File: config.mk
export PLATFORM = sky130hd
export DESIGN_NAME = string_escape_decoder_unit_flat
export DESIGN_NICKNAME = d
export VERILOG_FILES = /design/src/rtl/sed_pkg.sv /design/src/rtl/sed_ifs.sv /design/src/rtl/string_escape_decoder_unit.sv /design/src/rtl/sed_front.sv /design/src/rtl/sed_queue.sv /design/src/rtl/sed_back.sv /design/src/flat_wrapper.sv
export VERILOG_INCLUDE_DIRS = /design/src /design/src/rtl
export SDC_FILE = /design/constraint.sdc
export NUM_CORES = 1
export LEC_CHECK = 0
export ABC_AREA = 1
export BUFFER_PORTS_ARGS = -buffer_cell sky130_fd_sc_hd__buf_2
export CAP_MARGIN = 40
export CORE_MARGIN = 2
export CORE_UTILIZATION = 60
export DETAILED_ROUTE_END_ITERATION = 16
export PLACE_DENSITY = 0.76
export SLEW_MARGIN = 20
export SYNTH_ARGS = -nofsm -noshare
export SYNTH_HDL_FRONTEND = slang
export SYNTH_HIERARCHICAL = 1
export SYNTH_SLANG_ARGS = --single-unit
File: constraint.sdc
create_clock -name i_clk -period 10.2 [get_ports i_clk]
set_input_delay 2.04 -clock i_clk [delete_from_list [all_inputs] [get_ports i_clk]]
set_output_delay 2.04 -clock i_clk [all_outputs]
set_load 0.02 [all_outputs]
File: src/rtl/assert_macros.svh
// Assertion macros shared by the escape decoder RTL.
// No dependencies; compiled out when SYNTHESIS is defined.
`ifndef ASSERT_MACROS_SVH
`define ASSERT_MACROS_SVH
`ifndef SYNTHESIS
`define SED_ASSERT(label, clk, rst_n, prop, msg) \
    label: assert property (@(posedge clk) disable iff (!rst_n) prop) else $error(msg);
`define SED_ASSERT_NEVER(label, clk, rst_n, expr, msg) \
    `SED_ASSERT(label, clk, rst_n, !(expr), msg)
`else
`define SED_ASSERT(label, clk, rst_n, prop, msg)
`define SED_ASSERT_NEVER(label, clk, rst_n, expr, msg)
`endif
`endif

File: src/rtl/sed_pkg.sv
// Shared types and constants of the string escape decoder.
// No dependencies.
`default_nettype none

package sed_pkg;

    localparam int ZERO_MAX = 32;
    localparam int ZCW = $clog2(ZERO_MAX + 2);
    localparam int CNTW = (ZCW > 3) ? ZCW : 3;
    localparam logic [ZCW-1:0] ZERO_BOUND = ZCW'(ZERO_MAX);
    localparam logic [ZCW-1:0] ZERO_SAT = ZCW'(ZERO_MAX + 1);

    localparam int QDEPTH = 4;
    localparam int QAW = $clog2(QDEPTH);
    localparam int QCW = $clog2(QDEPTH + 1);

    localparam logic [2:0] DIG_MAX_U = 3'd4;
    localparam logic [2:0] DIG_MAX_X = 3'd2;

    localparam logic [7:0] CH_BSL = 8'h5c;
    localparam logic [7:0] CH_X = 8'h78;
    localparam logic [7:0] CH_U = 8'h75;
    localparam logic [7:0] CH_ZERO = 8'h30;

    typedef enum logic [1:0] {
        KIND_OCT,
        KIND_X,
        KIND_U
    } t_kind;

    // One command: prefix, zeros, digits, value bytes, tail byte, empty result.
    typedef struct packed {
        logic            pre_en;
        logic            pre_err;
        t_kind           kind;
        logic            zov;
        logic [ZCW-1:0]  nzero;
        logic [2:0]      ndig;
        logic [3:0][7:0] dig;
        logic [1:0]      nval;
        logic [15:0]     val;
        logic            tail_en;
        logic [7:0]      tail;
        logic            tail_zov;
        logic            eos;
        logic            empty_res;
    } t_cmd;

endpackage

`default_nettype wire

File: src/rtl/sed_ifs.sv
// Valid/ready channel interfaces for input bytes and decoded words.
// No dependencies.
`default_nettype none

interface sed_in_if;
    logic       valid;
    logic       ready;
    logic       has_char;
    logic [7:0] char_byte;
    logic       end_of_string;

    modport source (output valid, output has_char, output char_byte,
                    output end_of_string, input ready);
    modport sink (input valid, input has_char, input char_byte,
                  input end_of_string, output ready);
endinterface

interface sed_out_if;
    logic       valid;
    logic       ready;
    logic       has_byte;
    logic [7:0] out_byte;
    logic       escape_error;
    logic       zero_overflow;
    logic       run_last;
    logic       string_done;

    modport source (output valid, output has_byte, output out_byte,
                    output escape_error, output zero_overflow,
                    output run_last, output string_done, input ready);
    modport sink (input valid, input has_byte, input out_byte,
                  input escape_error, input zero_overflow,
                  input run_last, input string_done, output ready);
endinterface

`default_nettype wire

File: src/rtl/string_escape_decoder_unit.sv
// Top level of the string escape decoder: front end, command queue, emitter.
// Depends on sed_pkg, sed_ifs, sed_front, sed_queue and sed_back.
//
//   channel  dir  modport            word
//   i_in     in   sed_in_if.sink     has_char, char_byte, end_of_string
//   o_out    out  sed_out_if.source  has_byte, out_byte, escape_error,
//                                    zero_overflow, run_last, string_done
//
// An input word is taken while the command queue has room.
// The emitter sends one output word per cycle while o_out is ready; an input word yields 0 to
// ZERO_MAX + 7 output words, so throughput is set by the emitter's output rate.
// A 4-entry command queue decouples intake from output stalls.
// Synchronous active-low reset returns to no pending escape and empties the queue.
`default_nettype none

module string_escape_decoder_unit (
    input  wire           i_clk,
    input  wire           i_rst_n,
    sed_in_if.sink        i_in,
    sed_out_if.source     o_out
);

    logic             w_full, w_push, w_valid, w_pop;
    sed_pkg::t_cmd    w_cmd_in, w_cmd_out;

    sed_front u_front (
        .i_clk   (i_clk),
        .i_rst_n (i_rst_n),
        .i_in    (i_in),
        .i_full  (w_full),
        .o_push  (w_push),
        .o_cmd   (w_cmd_in)
    );

    sed_queue u_queue (
        .i_clk   (i_clk),
        .i_rst_n (i_rst_n),
        .i_push  (w_push),
        .i_cmd   (w_cmd_in),
        .o_full  (w_full),
        .o_valid (w_valid),
        .o_cmd   (w_cmd_out),
        .i_pop   (w_pop)
    );

    sed_back u_back (
        .i_clk   (i_clk),
        .i_rst_n (i_rst_n),
        .i_valid (w_valid),
        .i_cmd   (w_cmd_out),
        .o_pop   (w_pop),
        .o_out   (o_out)
    );

endmodule

`default_nettype wire

File: src/rtl/sed_front.sv
// Front end: accepts body bytes, tracks escape state, issues emit commands.
// Depends on sed_pkg, sed_ifs and assert_macros.svh.
`default_nettype none
`include "assert_macros.svh"

module sed_front (
    input  wire              i_clk,
    input  wire              i_rst_n,
    sed_in_if.sink           i_in,
    input  wire              i_full,
    output logic             o_push,
    output sed_pkg::t_cmd    o_cmd
);

    typedef enum logic [1:0] {
        MODE_IDLE,
        MODE_BSL,
        MODE_DIGITS,
        MODE_PREFIX
    } t_mode;

    t_mode                     r_mode, n_mode;
    sed_pkg::t_kind            r_kind, n_kind;
    logic [sed_pkg::ZCW-1:0]   r_zero, n_zero;
    logic [2:0]                r_dcnt, n_dcnt;
    logic [15:0]               r_acc, n_acc;
    logic [3:0][7:0]           r_dstore, n_dstore;
    sed_pkg::t_cmd             w_cmd;
    logic                      w_accept;

    function automatic logic [4:0] hex_decode(input logic [7:0] c);
        logic [4:0] res;
        res = '0;
        case (c) inside
            [8'h30:8'h39]: res = {1'b1, c[3:0]};
            [8'h41:8'h46], [8'h61:8'h66]: res = {1'b1, c[3:0] + 4'd9};
            default: res = '0;
        endcase
        return res;
    endfunction

    function automatic logic [8:0] simple_map(input logic [7:0] c);
        logic [8:0] res;
        res = '0;
        unique case (c)
            8'h61: res = {1'b1, 8'h07};
            8'h62: res = {1'b1, 8'h08};
            8'h66: res = {1'b1, 8'h0c};
            8'h6e: res = {1'b1, 8'h0a};
            8'h72: res = {1'b1, 8'h0d};
            8'h74: res = {1'b1, 8'h09};
            8'h76: res = {1'b1, 8'h0b};
            8'h3f, 8'h22, 8'h27, 8'h5c: res = {1'b1, c};
            default: res = '0;
        endcase
        return res;
    endfunction

    assign i_in.ready = !i_full;
    assign w_accept = i_in.valid && i_in.ready;
    assign o_push = w_accept && (w_cmd.pre_en || (w_cmd.nval != 2'd0) || w_cmd.tail_en
                                 || w_cmd.eos);
    assign o_cmd = w_cmd;

    always_comb begin
        logic [7:0]  ch;
        logic [4:0]  hx;
        logic [8:0]  sm;
        logic        is_oct;
        logic        take;
        logic        rej;
        logic        zov;
        logic [10:0] oct_next;

        ch = i_in.char_byte;
        hx = hex_decode(ch);
        sm = simple_map(ch);
        is_oct = (ch[7:3] == 5'b00110);
        zov = (r_zero > sed_pkg::ZERO_BOUND);
        oct_next = {r_acc[7:0], 3'b000} + {7'd0, hx[3:0]};
        take = 1'b0;
        rej = 1'b0;

        n_mode = r_mode;
        n_kind = r_kind;
        n_zero = r_zero;
        n_dcnt = r_dcnt;
        n_acc = r_acc;
        n_dstore = r_dstore;
        w_cmd = '0;
        w_cmd.kind = sed_pkg::KIND_OCT;

        if (i_in.has_char) begin
            unique case (r_mode)
                MODE_BSL: begin
                    if (is_oct) begin
                        n_kind = sed_pkg::KIND_OCT;
                        n_mode = MODE_DIGITS;
                        take = 1'b1;
                    end else if (ch == sed_pkg::CH_X || ch == sed_pkg::CH_U) begin
                        n_kind = (ch == sed_pkg::CH_X) ? sed_pkg::KIND_X : sed_pkg::KIND_U;
                        n_mode = MODE_PREFIX;
                    end else if (sm[8]) begin
                        w_cmd.tail_en = 1'b1;
                        w_cmd.tail = sm[7:0];
                        n_mode = MODE_IDLE;
                        n_kind = sed_pkg::KIND_OCT;
                    end else begin
                        w_cmd.pre_en = 1'b1;
                        w_cmd.pre_err = 1'b1;
                        w_cmd.tail_en = 1'b1;
                        w_cmd.tail = ch;
                        n_mode = MODE_IDLE;
                        n_kind = sed_pkg::KIND_OCT;
                    end
                end
                MODE_PREFIX: begin
                    if (hx[4]) begin
                        n_mode = MODE_DIGITS;
                        take = 1'b1;
                    end else begin
                        w_cmd.pre_en = 1'b1;
                        w_cmd.kind = r_kind;
                        n_kind = sed_pkg::KIND_OCT;
                        if (ch == sed_pkg::CH_BSL) begin
                            n_mode = MODE_BSL;
                        end else begin
                            n_mode = MODE_IDLE;
                            w_cmd.tail_en = 1'b1;
                            w_cmd.tail = ch;
                        end
                    end
                end
                MODE_DIGITS: begin
                    if ((r_kind == sed_pkg::KIND_OCT) ? is_oct : hx[4]) begin
                        take = 1'b1;
                    end else begin
                        w_cmd.nval = (r_kind == sed_pkg::KIND_U) ? 2'd2 : 2'd1;
                        w_cmd.val = r_acc;
                        w_cmd.zov = zov;
                        n_kind = sed_pkg::KIND_OCT;
                        n_zero = '0;
                        n_dcnt = '0;
                        n_acc = '0;
                        if (ch == sed_pkg::CH_BSL) begin
                            n_mode = MODE_BSL;
                        end else begin
                            n_mode = MODE_IDLE;
                            w_cmd.tail_en = 1'b1;
                            w_cmd.tail = ch;
                        end
                    end
                end
                MODE_IDLE: begin
                    if (ch == sed_pkg::CH_BSL) begin
                        n_mode = MODE_BSL;
                    end else begin
                        w_cmd.tail_en = 1'b1;
                        w_cmd.tail = ch;
                    end
                end
            endcase
        end

        if (take) begin
            if (r_dcnt == 3'd0 && hx[3:0] == 4'd0) begin
                if (r_zero <= sed_pkg::ZERO_BOUND) begin
                    n_zero = r_zero + 1'b1;
                end
            end else begin
                if (n_kind == sed_pkg::KIND_OCT) begin
                    rej = |oct_next[10:8];
                end else if (n_kind == sed_pkg::KIND_X) begin
                    rej = (r_dcnt >= sed_pkg::DIG_MAX_X);
                end else begin
                    rej = (r_dcnt >= sed_pkg::DIG_MAX_U);
                end
                if (rej) begin
                    w_cmd.pre_en = 1'b1;
                    w_cmd.pre_err = 1'b1;
                    w_cmd.kind = n_kind;
                    w_cmd.zov = zov;
                    w_cmd.nzero = zov ? sed_pkg::ZERO_BOUND : r_zero;
                    w_cmd.ndig = r_dcnt;
                    w_cmd.dig = r_dstore;
                    w_cmd.tail_en = 1'b1;
                    w_cmd.tail = ch;
                    w_cmd.tail_zov = zov;
                    n_mode = MODE_IDLE;
                    n_kind = sed_pkg::KIND_OCT;
                    n_zero = '0;
                    n_dcnt = '0;
                    n_acc = '0;
                end else begin
                    n_dstore[r_dcnt[1:0]] = ch;
                    n_dcnt = r_dcnt + 3'd1;
                    n_acc = (n_kind == sed_pkg::KIND_OCT) ? {5'd0, oct_next}
                                                          : {r_acc[11:0], hx[3:0]};
                end
            end
        end

        if (i_in.end_of_string) begin
            unique case (n_mode)
                MODE_BSL: begin
                    w_cmd.tail_en = 1'b1;
                    w_cmd.tail = sed_pkg::CH_BSL;
                end
                MODE_PREFIX: begin
                    w_cmd.pre_en = 1'b1;
                    w_cmd.kind = n_kind;
                end
                MODE_DIGITS: begin
                    w_cmd.nval = (n_kind == sed_pkg::KIND_U) ? 2'd2 : 2'd1;
                    w_cmd.val = n_acc;
                    w_cmd.zov = (n_zero > sed_pkg::ZERO_BOUND);
                end
                MODE_IDLE: begin
                end
            endcase
            w_cmd.eos = 1'b1;
            w_cmd.empty_res = !(w_cmd.pre_en || (w_cmd.nval != 2'd0) || w_cmd.tail_en);
            n_mode = MODE_IDLE;
            n_kind = sed_pkg::KIND_OCT;
            n_zero = '0;
            n_dcnt = '0;
            n_acc = '0;
        end
    end

    always_ff @(posedge i_clk) begin
        if (!i_rst_n) begin
            r_mode <= MODE_IDLE;
            r_kind <= sed_pkg::KIND_OCT;
            r_zero <= '0;
            r_dcnt <= '0;
            r_acc <= '0;
        end else if (w_accept) begin
            r_mode <= n_mode;
            r_kind <= n_kind;
            r_zero <= n_zero;
            r_dcnt <= n_dcnt;
            r_acc <= n_acc;
        end
    end

    always_ff @(posedge i_clk) begin
        if (w_accept) begin
            r_dstore <= n_dstore;
        end
    end

    `SED_ASSERT(a_zero_saturates, i_clk, i_rst_n, r_zero <= sed_pkg::ZERO_SAT, "zero count past saturation")
    `SED_ASSERT(a_digit_bound, i_clk, i_rst_n, r_dcnt <= sed_pkg::DIG_MAX_U, "too many stored digits")

endmodule

`default_nettype wire

File: src/rtl/sed_queue.sv
// Short command queue between front end and emitter, flip-flop storage.
// Depends on sed_pkg and assert_macros.svh.
`default_nettype none
`include "assert_macros.svh"

module sed_queue (
    input  wire              i_clk,
    input  wire              i_rst_n,
    input  wire              i_push,
    input  sed_pkg::t_cmd    i_cmd,
    output logic             o_full,
    output logic             o_valid,
    output sed_pkg::t_cmd    o_cmd,
    input  wire              i_pop
);

    sed_pkg::t_cmd               r_mem [sed_pkg::QDEPTH];
    logic [sed_pkg::QAW-1:0]     r_wp, r_rp;
    logic [sed_pkg::QCW-1:0]     r_cnt;

    assign o_full = (r_cnt == sed_pkg::QCW'(sed_pkg::QDEPTH));
    assign o_valid = (r_cnt != '0);
    assign o_cmd = r_mem[r_rp];

    always_ff @(posedge i_clk) begin
        if (!i_rst_n) begin
            r_wp <= '0;
            r_rp <= '0;
            r_cnt <= '0;
        end else begin
            if (i_push) begin
                r_wp <= r_wp + 1'b1;
            end
            if (i_pop) begin
                r_rp <= r_rp + 1'b1;
            end
            if (i_push && !i_pop) begin
                r_cnt <= r_cnt + 1'b1;
            end else if (i_pop && !i_push) begin
                r_cnt <= r_cnt - 1'b1;
            end
        end
    end

    always_ff @(posedge i_clk) begin
        if (i_push) begin
            r_mem[r_wp] <= i_cmd;
        end
    end

    `SED_ASSERT_NEVER(a_no_overflow, i_clk, i_rst_n, i_push && o_full, "push into full queue")
    `SED_ASSERT_NEVER(a_no_underflow, i_clk, i_rst_n, i_pop && !o_valid, "pop from empty queue")

endmodule

`default_nettype wire

File: src/rtl/sed_back.sv
// Emitter: walks the head command and sends one decoded word per cycle while o_out is ready.
// Depends on sed_pkg, sed_ifs and assert_macros.svh.
`default_nettype none
`include "assert_macros.svh"

module sed_back (
    input  wire              i_clk,
    input  wire              i_rst_n,
    input  wire              i_valid,
    input  sed_pkg::t_cmd    i_cmd,
    output logic             o_pop,
    sed_out_if.source        o_out
);

    typedef enum logic [2:0] {
        PH_BSL,
        PH_LET,
        PH_ZERO,
        PH_DIG,
        PH_VAL,
        PH_TAIL,
        PH_EMPTY,
        PH_NONE
    } t_phase;

    t_phase                    r_ph;
    logic [sed_pkg::CNTW-1:0]  r_idx;
    logic                      r_ov;
    logic                      r_has, r_err, r_zov, r_last, r_done;
    logic [7:0]                r_byte;

    t_phase                    w_cur, w_nxt;
    logic [2:0]                w_cur_code;
    logic [sed_pkg::CNTW-1:0]  w_cnt;
    logic                      w_in_last, w_cmd_last, w_load;
    logic                      n_has, n_err, n_zov;
    logic [7:0]                n_byte;

    function automatic logic [sed_pkg::CNTW-1:0] ph_count(input sed_pkg::t_cmd c,
                                                          input t_phase p);
        logic [sed_pkg::CNTW-1:0] res;
        res = '0;
        unique case (p)
            PH_BSL:   res = sed_pkg::CNTW'(c.pre_en);
            PH_LET:   res = sed_pkg::CNTW'(c.pre_en && c.kind != sed_pkg::KIND_OCT);
            PH_ZERO:  res = sed_pkg::CNTW'(c.nzero);
            PH_DIG:   res = sed_pkg::CNTW'(c.ndig);
            PH_VAL:   res = sed_pkg::CNTW'(c.nval);
            PH_TAIL:  res = sed_pkg::CNTW'(c.tail_en);
            PH_EMPTY: res = sed_pkg::CNTW'(c.empty_res);
            default:  res = '0;
        endcase
        return res;
    endfunction

    function automatic t_phase first_from(input sed_pkg::t_cmd c, input logic [2:0] start);
        t_phase res;
        res = PH_NONE;
        for (int i = int'(PH_EMPTY); i >= 0; i--) begin
            if (3'(i) >= start && ph_count(c, t_phase'(3'(i))) != '0) begin
                res = t_phase'(3'(i));
            end
        end
        return res;
    endfunction

    assign w_cur = first_from(i_cmd, r_ph);
    assign w_cur_code = w_cur;
    assign w_cnt = ph_count(i_cmd, w_cur);
    assign w_nxt = first_from(i_cmd, w_cur_code + 3'd1);
    assign w_in_last = (r_idx + 1'b1 >= w_cnt);
    assign w_cmd_last = w_in_last && (w_nxt == PH_NONE);
    assign w_load = i_valid && (!r_ov || o_out.ready);
    assign o_pop = w_load && w_cmd_last;

    always_comb begin
        n_has = 1'b1;
        n_byte = '0;
        n_err = 1'b0;
        n_zov = i_cmd.zov;
        unique case (w_cur)
            PH_BSL: begin
                n_byte = sed_pkg::CH_BSL;
                n_err = i_cmd.pre_err;
            end
            PH_LET:  n_byte = (i_cmd.kind == sed_pkg::KIND_X) ? sed_pkg::CH_X : sed_pkg::CH_U;
            PH_ZERO: n_byte = sed_pkg::CH_ZERO;
            PH_DIG:  n_byte = i_cmd.dig[r_idx[1:0]];
            PH_VAL:  n_byte = r_idx[0] ? i_cmd.val[15:8] : i_cmd.val[7:0];
            PH_TAIL: begin
                n_byte = i_cmd.tail;
                n_zov = i_cmd.tail_zov;
            end
            PH_EMPTY, PH_NONE: begin
                n_has = 1'b0;
                n_zov = 1'b0;
            end
        endcase
    end

    always_ff @(posedge i_clk) begin
        if (!i_rst_n) begin
            r_ov <= 1'b0;
            r_ph <= PH_BSL;
            r_idx <= '0;
        end else begin
            if (w_load) begin
                r_ov <= 1'b1;
                r_has <= n_has;
                r_byte <= n_byte;
                r_err <= n_err;
                r_zov <= n_zov;
                r_last <= w_cmd_last;
                r_done <= w_cmd_last && i_cmd.eos;
                if (w_in_last) begin
                    r_idx <= '0;
                    r_ph <= w_cmd_last ? PH_BSL : w_nxt;
                end else begin
                    r_idx <= r_idx + 1'b1;
                end
            end else if (o_out.ready) begin
                r_ov <= 1'b0;
            end
        end
    end

    assign o_out.valid = r_ov;
    assign o_out.has_byte = r_has;
    assign o_out.out_byte = r_byte;
    assign o_out.escape_error = r_err;
    assign o_out.zero_overflow = r_zov;
    assign o_out.run_last = r_last;
    assign o_out.string_done = r_done;

    `SED_ASSERT(a_phase_found, i_clk, i_rst_n, i_valid |-> (w_cur != PH_NONE), "queued command with no words")
    `SED_ASSERT(a_err_on_bsl, i_clk, i_rst_n, (r_ov && r_err) |-> (r_has && r_byte == sed_pkg::CH_BSL), "error mark not on backslash")

endmodule

`default_nettype wire

File: src/flat_wrapper.sv
// flat-port wrapper written by rule: the top's interface ports become plain ports
module string_escape_decoder_unit_flat 
  (i_clk, i_rst_n, i_in_valid, i_in_has_char, i_in_char_byte, i_in_end_of_string, i_in_ready, o_out_valid, o_out_has_byte, o_out_out_byte, o_out_escape_error, o_out_zero_overflow, o_out_run_last, o_out_string_done, o_out_ready);
  sed_in_if i_in_i ();
  sed_out_if o_out_i ();
  input  wire i_clk;
  input  wire i_rst_n;
  input wire logic [$bits(i_in_i.valid)-1:0] i_in_valid;
  input wire logic [$bits(i_in_i.has_char)-1:0] i_in_has_char;
  input wire logic [$bits(i_in_i.char_byte)-1:0] i_in_char_byte;
  input wire logic [$bits(i_in_i.end_of_string)-1:0] i_in_end_of_string;
  output wire logic [$bits(i_in_i.ready)-1:0] i_in_ready;
  output wire logic [$bits(o_out_i.valid)-1:0] o_out_valid;
  output wire logic [$bits(o_out_i.has_byte)-1:0] o_out_has_byte;
  output wire logic [$bits(o_out_i.out_byte)-1:0] o_out_out_byte;
  output wire logic [$bits(o_out_i.escape_error)-1:0] o_out_escape_error;
  output wire logic [$bits(o_out_i.zero_overflow)-1:0] o_out_zero_overflow;
  output wire logic [$bits(o_out_i.run_last)-1:0] o_out_run_last;
  output wire logic [$bits(o_out_i.string_done)-1:0] o_out_string_done;
  input wire logic [$bits(o_out_i.ready)-1:0] o_out_ready;
  assign i_in_i.valid = i_in_valid;
  assign i_in_i.has_char = i_in_has_char;
  assign i_in_i.char_byte = i_in_char_byte;
  assign i_in_i.end_of_string = i_in_end_of_string;
  assign i_in_ready = i_in_i.ready;
  assign o_out_valid = o_out_i.valid;
  assign o_out_has_byte = o_out_i.has_byte;
  assign o_out_out_byte = o_out_i.out_byte;
  assign o_out_escape_error = o_out_i.escape_error;
  assign o_out_zero_overflow = o_out_i.zero_overflow;
  assign o_out_run_last = o_out_i.run_last;
  assign o_out_string_done = o_out_i.string_done;
  assign o_out_i.ready = o_out_ready;
  string_escape_decoder_unit u_core (.i_clk(i_clk), .i_rst_n(i_rst_n), .i_in(i_in_i), .o_out(o_out_i));
endmodule
* Word-level counts from Yosys, hierarchy flattened
Memory sizes are Yosys's and may differ from the RTL's. A register that Yosys moved wholly into a read port is not among the register bits. Index checks and enable logic that the tools add are counted. Widths: inputs -> output; s select.
Storage, ports and cells: memories 1, bits of input ports 14, memory bits (writable) 304, word-level logic and storage cells 293, flip-flop bits (word level) 91
Memories:
- u_core.u_queue.r_mem | words 4, bits a word 76, read ports 1, clocked after Yosys merged registers in 1, wr ports 1, line sed_queue.sv:17 | sed_pkg::t_cmd r_mem [sed_pkg::QDEPTH];
Cells by class: multiplexer cells 135, reductions and logical operators 62, add/subtract/negate cells 10, magnitude comparators 29, equal/unequal tests 33, bitwise operators 2
Operators by type and width (number):
- $mux 46 | 3
- $mux 16 | 8
- $mux 27 | 3
- $eq 8x7->1 const B | 10
- $pmux 9 s8 | 1
- $mux 2 | 33
- $mux 3 | 21
- $mux 6 | 10
- $mux 18 | 3
- $mux 9 | 6
- $pmux 8 s6 | 1
- $pmux 6 s7 | 1
- $pmux 9 s4 | 1
- $bwmux 32 | 1
- $mux 8 | 4
- $mux 10 | 3
- $logic_and 1x1->1 | 28
- $mux 1 | 25
- $eq 8x6->1 const B | 3
- $eq 3x3->1 const B | 6
- $ge 3x3->1 const A | 6
- $reduce_bool 6->1 | 3
- $bmux 8 s2 | 1
- $demux 8 s2 | 1
- 43 further kinds | 89

* Longest topological paths before layout
depth after elaboration 32, gate-level depth with buffers 39, mapped depth without buffers 36

* Modules after synthesis
Netlist, hierarchy kept.
By module, submodules not included:
- sed_queue | times used 1, area an instance 11841.4 µm², cells each 794, sequential area each 9308.9 µm²
- sed_front | times used 1, area an instance 4679.5 µm², cells each 706, sequential area each 1541.5 µm²
- sed_back | times used 1, area an instance 2109.5 µm², cells each 321, sequential area each 590.6 µm²

* Worst setup path after synthesis
No wires, ideal clock.
kind input-to-reg, from in i_in_char_byte[0], to mem u_core/u_queue/r_mem[0][0] in the netlist's numbering (enable), library setup time 0.430 ns, stages 29, buffers on the path 0, data arrival time 6.335 ns, setup slack 3.435 ns, path through inv_1 -> ha_1 -> nand2_1 -> nand2_1 -> nand2_1 -> nand2_2 -> nand2_2 -> nand2_2 -> nand2_1 -> inv_1 -> ha_1 -> ha_1 -> nand3_1 -> nor2_1 -> nand2_1 -> xor2_1 -> inv_1 -> nand2_1 -> nor2_1 -> nand4_2 -> nand3_4 -> nand2_2 -> inv_2 -> nand2_1 -> nor2_1 -> nor2_1 -> a21oi_1 -> nand2_1 -> inv_1
On the way: cells in the longest elaborated chain, start to end 29, elaborated cells on any way between the ends 105
RTL lines:
- from (decl) | line flat_wrapper.sv:10 | input wire logic [$bits(i_in_i.char_byte)-1:0] i_in_char_byte;
- $ge 8x7->1 (implied by the code) or $le 8x7->1 (tied branches) | line sed_front.sv:76 | hx = hex_decode(ch);
- $logic_and 1x1->1 (implied by the code) | line sed_front.sv:76
- $reduce_or 2->1 | line sed_front.sv:34 | case (c) inside
- $mux 5 (2 in a row) | line sed_front.sv:34
- $mux 1 | line sed_front.sv:135 | if ((r_kind == sed_pkg::KIND_OCT) ? is_oct : hx[4]) begin
- $mux 2 | line sed_front.sv:135
- $pmux 2 s3 | line sed_front.sv:94 | unique case (r_mode)
- $mux 2 | line sed_front.sv:93 | if (i_in.has_char) begin
- (+13 left out)
- $reduce_bool 2->1 | line sed_front.sv:61 | assign o_push = w_accept && (w_cmd.pre_en || (w_cmd.nval != 2'd0) || w_cmd.tail_en
- $logic_or 1x1->1 | line sed_front.sv:61
- $logic_or 1x1->1 (*) | line sed_front.sv:61
- $logic_or 1x1->1 (*) | line sed_front.sv:62 | || w_cmd.eos);
- $logic_and 1x1->1 (*) | line sed_front.sv:61
- net u_core.w_push | line string_escape_decoder_unit.sv:23 | logic w_full, w_push, w_valid, w_pop;
- $mux 1 (*) | line sed_queue.sv:46 | if (i_push) begin
- $mux 1 (implied by the code) (*) | line sed_queue.sv:47 | r_mem[r_wp] <= i_cmd;
- to (decl) | line sed_queue.sv:17
Mark *: on every way through the listed nets, which the timed path passes. The rest lies on a longest branch. The select of a mux whose other input is x is not followed.

* Final worst setup path
from in i_in_char_byte[0], to mem u_core/u_queue/r_mem[3][3] in the netlist's numbering (enable)
The elaborated chain is that of the path after synthesis.

==> flow_metrics.py <==
metrics = {
    "synth": {
        "async_flop_share_pct": 0,
        "synth_edf_count": 349,
        "yosys_warnings": 6,
        "ys_ff_latch": 397,
        "synth-main-ff-cell": "edfxtp_1",
        "synth_top_area_cell": "edfxtp_1",
        "synthesis.area_mm2": 0.0186,
        "ys_types": 57,
        "yosysTopAreaCellShare_pct": 56.3,
        "synth_fp_nets": 1868,
        "ys_seq_area_share_pct": 61.4,
        "syn_inst": 1821,
        "synthTopCellsByArea": "edfxtp_1, nand2_1, o21ai_0, nor2_1, dfxtp_1",
        "synth_area_per_cell_um2": 10.2,
    },
    "worst_setup_path": {
        "crit_fanout": 54,
        "critPathTopFamily": "simple AND/OR/NAND/NOR gates",
        "r2r-end": "u_core/u_queue/r_cnt[1]",
        "worst-path-stages": 29,
        "end_kind": "register",
        "worst-setup-path-type": "in -> reg",
        "critPathBufInv": 8,
        "critical_path_required_ns": 10.36,
        "cpMaxStageDelayCell": "a21oi_1",
        "worst_setup_path_start_kind": "input pin",
        "cp.arrival_ns": 7.66,
        "r2r_cells": 33,
        "regToRegSetupSlack_ns": 3.44,
        "critPathMaxStageDelay_ns": 0.57,
        "cp_common_cell": "nand2_1",
    },
    "floorplan": {
        "row_count": 64,
        "die_area_mm2": 0.0325,
        "io_pins": 29,
        "core_mm2": 0.0306,
        "fp.dieH_um": 180,
        "start_util_pct": 60.9,
        "die_x_um": 180,
    },
    "layout": {
        "area_growth_pct": 8.71,
        "fill_cells": 2313,
        "drive_above_1_share_pct": 11.0,
        "fin_nets": 1878,
    },
    "sta": {
        "setup_ws_ns": 2.70,
        "fin_setup_tns_ns": 0,
        "period_share_pct": 73.5,
        "timing.hold.ws_ns": 0.453,
        "finalClockSkew_ns": 0.0153,
        "post-route-min-period_ns": 7.50,
        "worst_pin_slew_ns": 0.902,
        "rsz0062_at_grt": "false",
        "slew_headroom_pct": 39.8,
        "setup_viol": 0,
        "maxSlewViolCount": 0,
        "finalHoldViolations": 0,
        "fmax_mhz": 133,
    },
    "placed_design": {
        "port_buffers": 28,
        "pre_cts_ws_ns": 2.18,
        "dp_hpwl_um": 29200,
        "gp_congestion": 0.866,
    },
    "detailed_routing": {
        "drc": 0,
        "firstDrtPassIters": 6,
        "drtIter0Drc": 1595,
        "via_per_inst": 5.94,
        "ant_nets": 0,
        "avgRoutedWirePerCell_um": 19.8,
        "wl_um": 44800,
        "num_vias": 13400,
    },
    "clock_network": {
        "clock_path_buffers": 3,
        "cts_tree": "done",
        "cts_buffers": 41,
        "worst_skew_pair.late_latency_ns": 0.54,
        "cts.clk_slew.worst_paths_ns": 0.06,
        "cts_resized": 0,
        "cts.sinks": 397,
        "hold_buffers": 0,
        "cts_setup_buffers": 0,
        "htree_levels": 2,
        "cts_root_buffer": "clkbuf_16",
    },
    "pwr": {
        "clkPwrFrac_pct": 37.5,
        "switching_share_pct": 25.5,
        "intPower_mw": 2.80,
        "ir_drop_mv": 0.118,
        "p_seq_share_pct": 49.9,
        "p_switching_mw": 0.960,
        "power_density_mw_per_mm2": 186,
        "p_comb_share_pct": 12.6,
        "leakage_nw": 7.30,
    },
    "global_route": {
        "use_met3_pct": 4.95,
        "antenna_found_initial": 0,
        "grt_max_degree": 153,
        "use_met1_pct": 39.5,
        "top_usage_layer": "met2",
        "grt_pass1_wl_um": 69500,
        "grt_overflow_total": 0,
        "first_global_vias": 12500,
        "grtUsageTotal_pct": 27.4,
        "use_met2_pct": 43.1,
    },
    "run_status": {
        "status": "finished, final reports clean",
    },
    "hold_path": {
        "min_from": "u_core/u_queue/r_rp[1]",
        "holdPathStages": 1,
        "hold_path_class": "reg -> reg",
    },
    "run": {
        "maxCapViolations": 0,
    },
}
[logic make-up (layout without fill, tap and decap cells)]
kind of cell,Yosys count,after routing,synth area share [%]
AND/OR/NAND/NOR,718,718,16.6
XOR/XNOR,9,9,0.423
buffers and inverters,264,306,6.80
AO/OA/AOI/OAI,400,400,12.5
flip-flops,397,397,61.4
adder cells (fa/ha/maj),33,33,2.26
other,0,1,0
[flip-flops by register name, summed over array words and instances, names as in the netlist, 2 cells and up, named ones only]
name,count
u_core/u_front/r_kind,2
u_core/u_back/r_ph,3
u_core/u_back/o_out.out_byte,8
u_core/u_front/r_mode,2
u_core/u_back/r_idx,6
u_core/u_front/r_zero,6
u_core/u_front/r_dcnt,3
u_core/u_queue/r_mem,304
u_core/u_front/r_dstore,32
u_core/u_queue/r_wp,2
u_core/u_queue/r_rp,2
u_core/u_front/r_acc,16
u_core/u_queue/r_cnt,3
[synth_stat cells (11+ instances only)]
cell      instances
a21oi_1          59
buf_2            17
buf_4            11
buf_6            11
clkbuf_1         31
dfxtp_1          48
edfxtp_1        349
ha_1             32
inv_1           158
inv_2            14
nand2_1         288
nand3_1          84
nand4_1          14
nor2_1          260
nor2_2           23
nor3_1           14
o211ai_1         12
o21ai_0         196
o21ai_1          14
o22ai_1          79
[power by group through the flow]
stage               combinational [mW]  sequential, mW  clock [mW]
finish                           0.473            1.87        1.41
CTS                              0.467            1.87        1.43
detailed placement               0.465            1.91           0
global route                     0.518            1.88        1.49
global placement                 0.446            1.91           0
floorplan                        0.301            1.91           0
[per-stage QoR]
step,area (um2),cells,util (%),power [mW]
floorplan,18600,1821,-,2.21
global placement,18800,2168,61.4,2.35
detailed placement,18900,2179,61.9,2.37
CTS,20200,2254,66.0,3.77
global route,20300,2259,66.2,3.89
finish,20300,2260,66.2,3.76
[cells in the final DEF (no fill, tap or decap), types with 4 or more instances in the layout]
| master | Yosys | final |
|---|---|---|
| a21oi_1 | 59 | 59 |
| buf_2 | 17 | 29 |
| buf_4 | 11 | 18 |
| clkbuf_1 | 31 | 10 |
| clkbuf_16 | 0 | 41 |
| clkinv_1 | 1 | 13 |
| clkinv_2 | 0 | 8 |
| dfxtp_1 | 48 | 46 |
| edfxtp_1 | 349 | 349 |
| ha_1 | 32 | 32 |
| inv_1 | 158 | 154 |
| inv_2 | 14 | 14 |
| nand2_1 | 288 | 288 |
| nand2_2 | 10 | 10 |
| nand2_4 | 6 | 6 |
| nand3_1 | 84 | 84 |
| nand3_2 | 6 | 6 |
| nand4_1 | 14 | 14 |
| nor2_1 | 260 | 260 |
| nor2_2 | 23 | 23 |
| nor3_1 | 14 | 14 |
| o2111ai_1 | 4 | 4 |
| o211ai_1 | 12 | 12 |
| o21ai_0 | 196 | 196 |
| o21ai_1 | 14 | 14 |
| o21ai_2 | 5 | 5 |
| o22ai_1 | 79 | 79 |
| o22ai_2 | 5 | 5 |
| o31ai_1 | 6 | 6 |
| o32ai_2 | 4 | 4 |
| or2_2 | 5 | 5 |
| xor2_1 | 7 | 7 |
[routing by layer]
metal / vias to the layer above / part of all wire (%)
met1: 6404 / 42
met5: - / 0
met4: 0 / 2.3
met2: 586 / 47
li1: 6348 / -
met3: 77 / 9.5
[worst max path at each step]
stage	start	end	slack, ns
floorplan	i_in_char_byte[0]	u_core/u_queue/r_mem[0][0]	3.43
global placement	i_in_char_byte[0]	u_core/u_queue/r_mem[0][21]	2.16
detailed placement	i_in_char_byte[1]	u_core/u_queue/r_mem[3][21]	2.18
CTS	i_in_char_byte[1]	u_core/u_queue/r_mem[3][50]	2.73
global route	i_in_char_byte[0]	u_core/u_queue/r_mem[3][50]	2.09
finish	i_in_char_byte[0]	u_core/u_queue/r_mem[3][3]	2.70
[cell type report]
type / instances / area (um2) / share of cell area [%]
inverter: 174 / 666 / 3.29
multi-input combinational: 1160 / 5920 / 29.2
sequential: 397 / 11400 / 56.5
clock inverter: 24 / 213 / 1.05
timing repair buffer: 57 / 445 / 2.20
tap: 396 / 495 / 2.45
clock buffer: 51 / 1060 / 5.25
antenna: 1 / 2.50 / 0.0124
(Power assumes the default switching activity.)
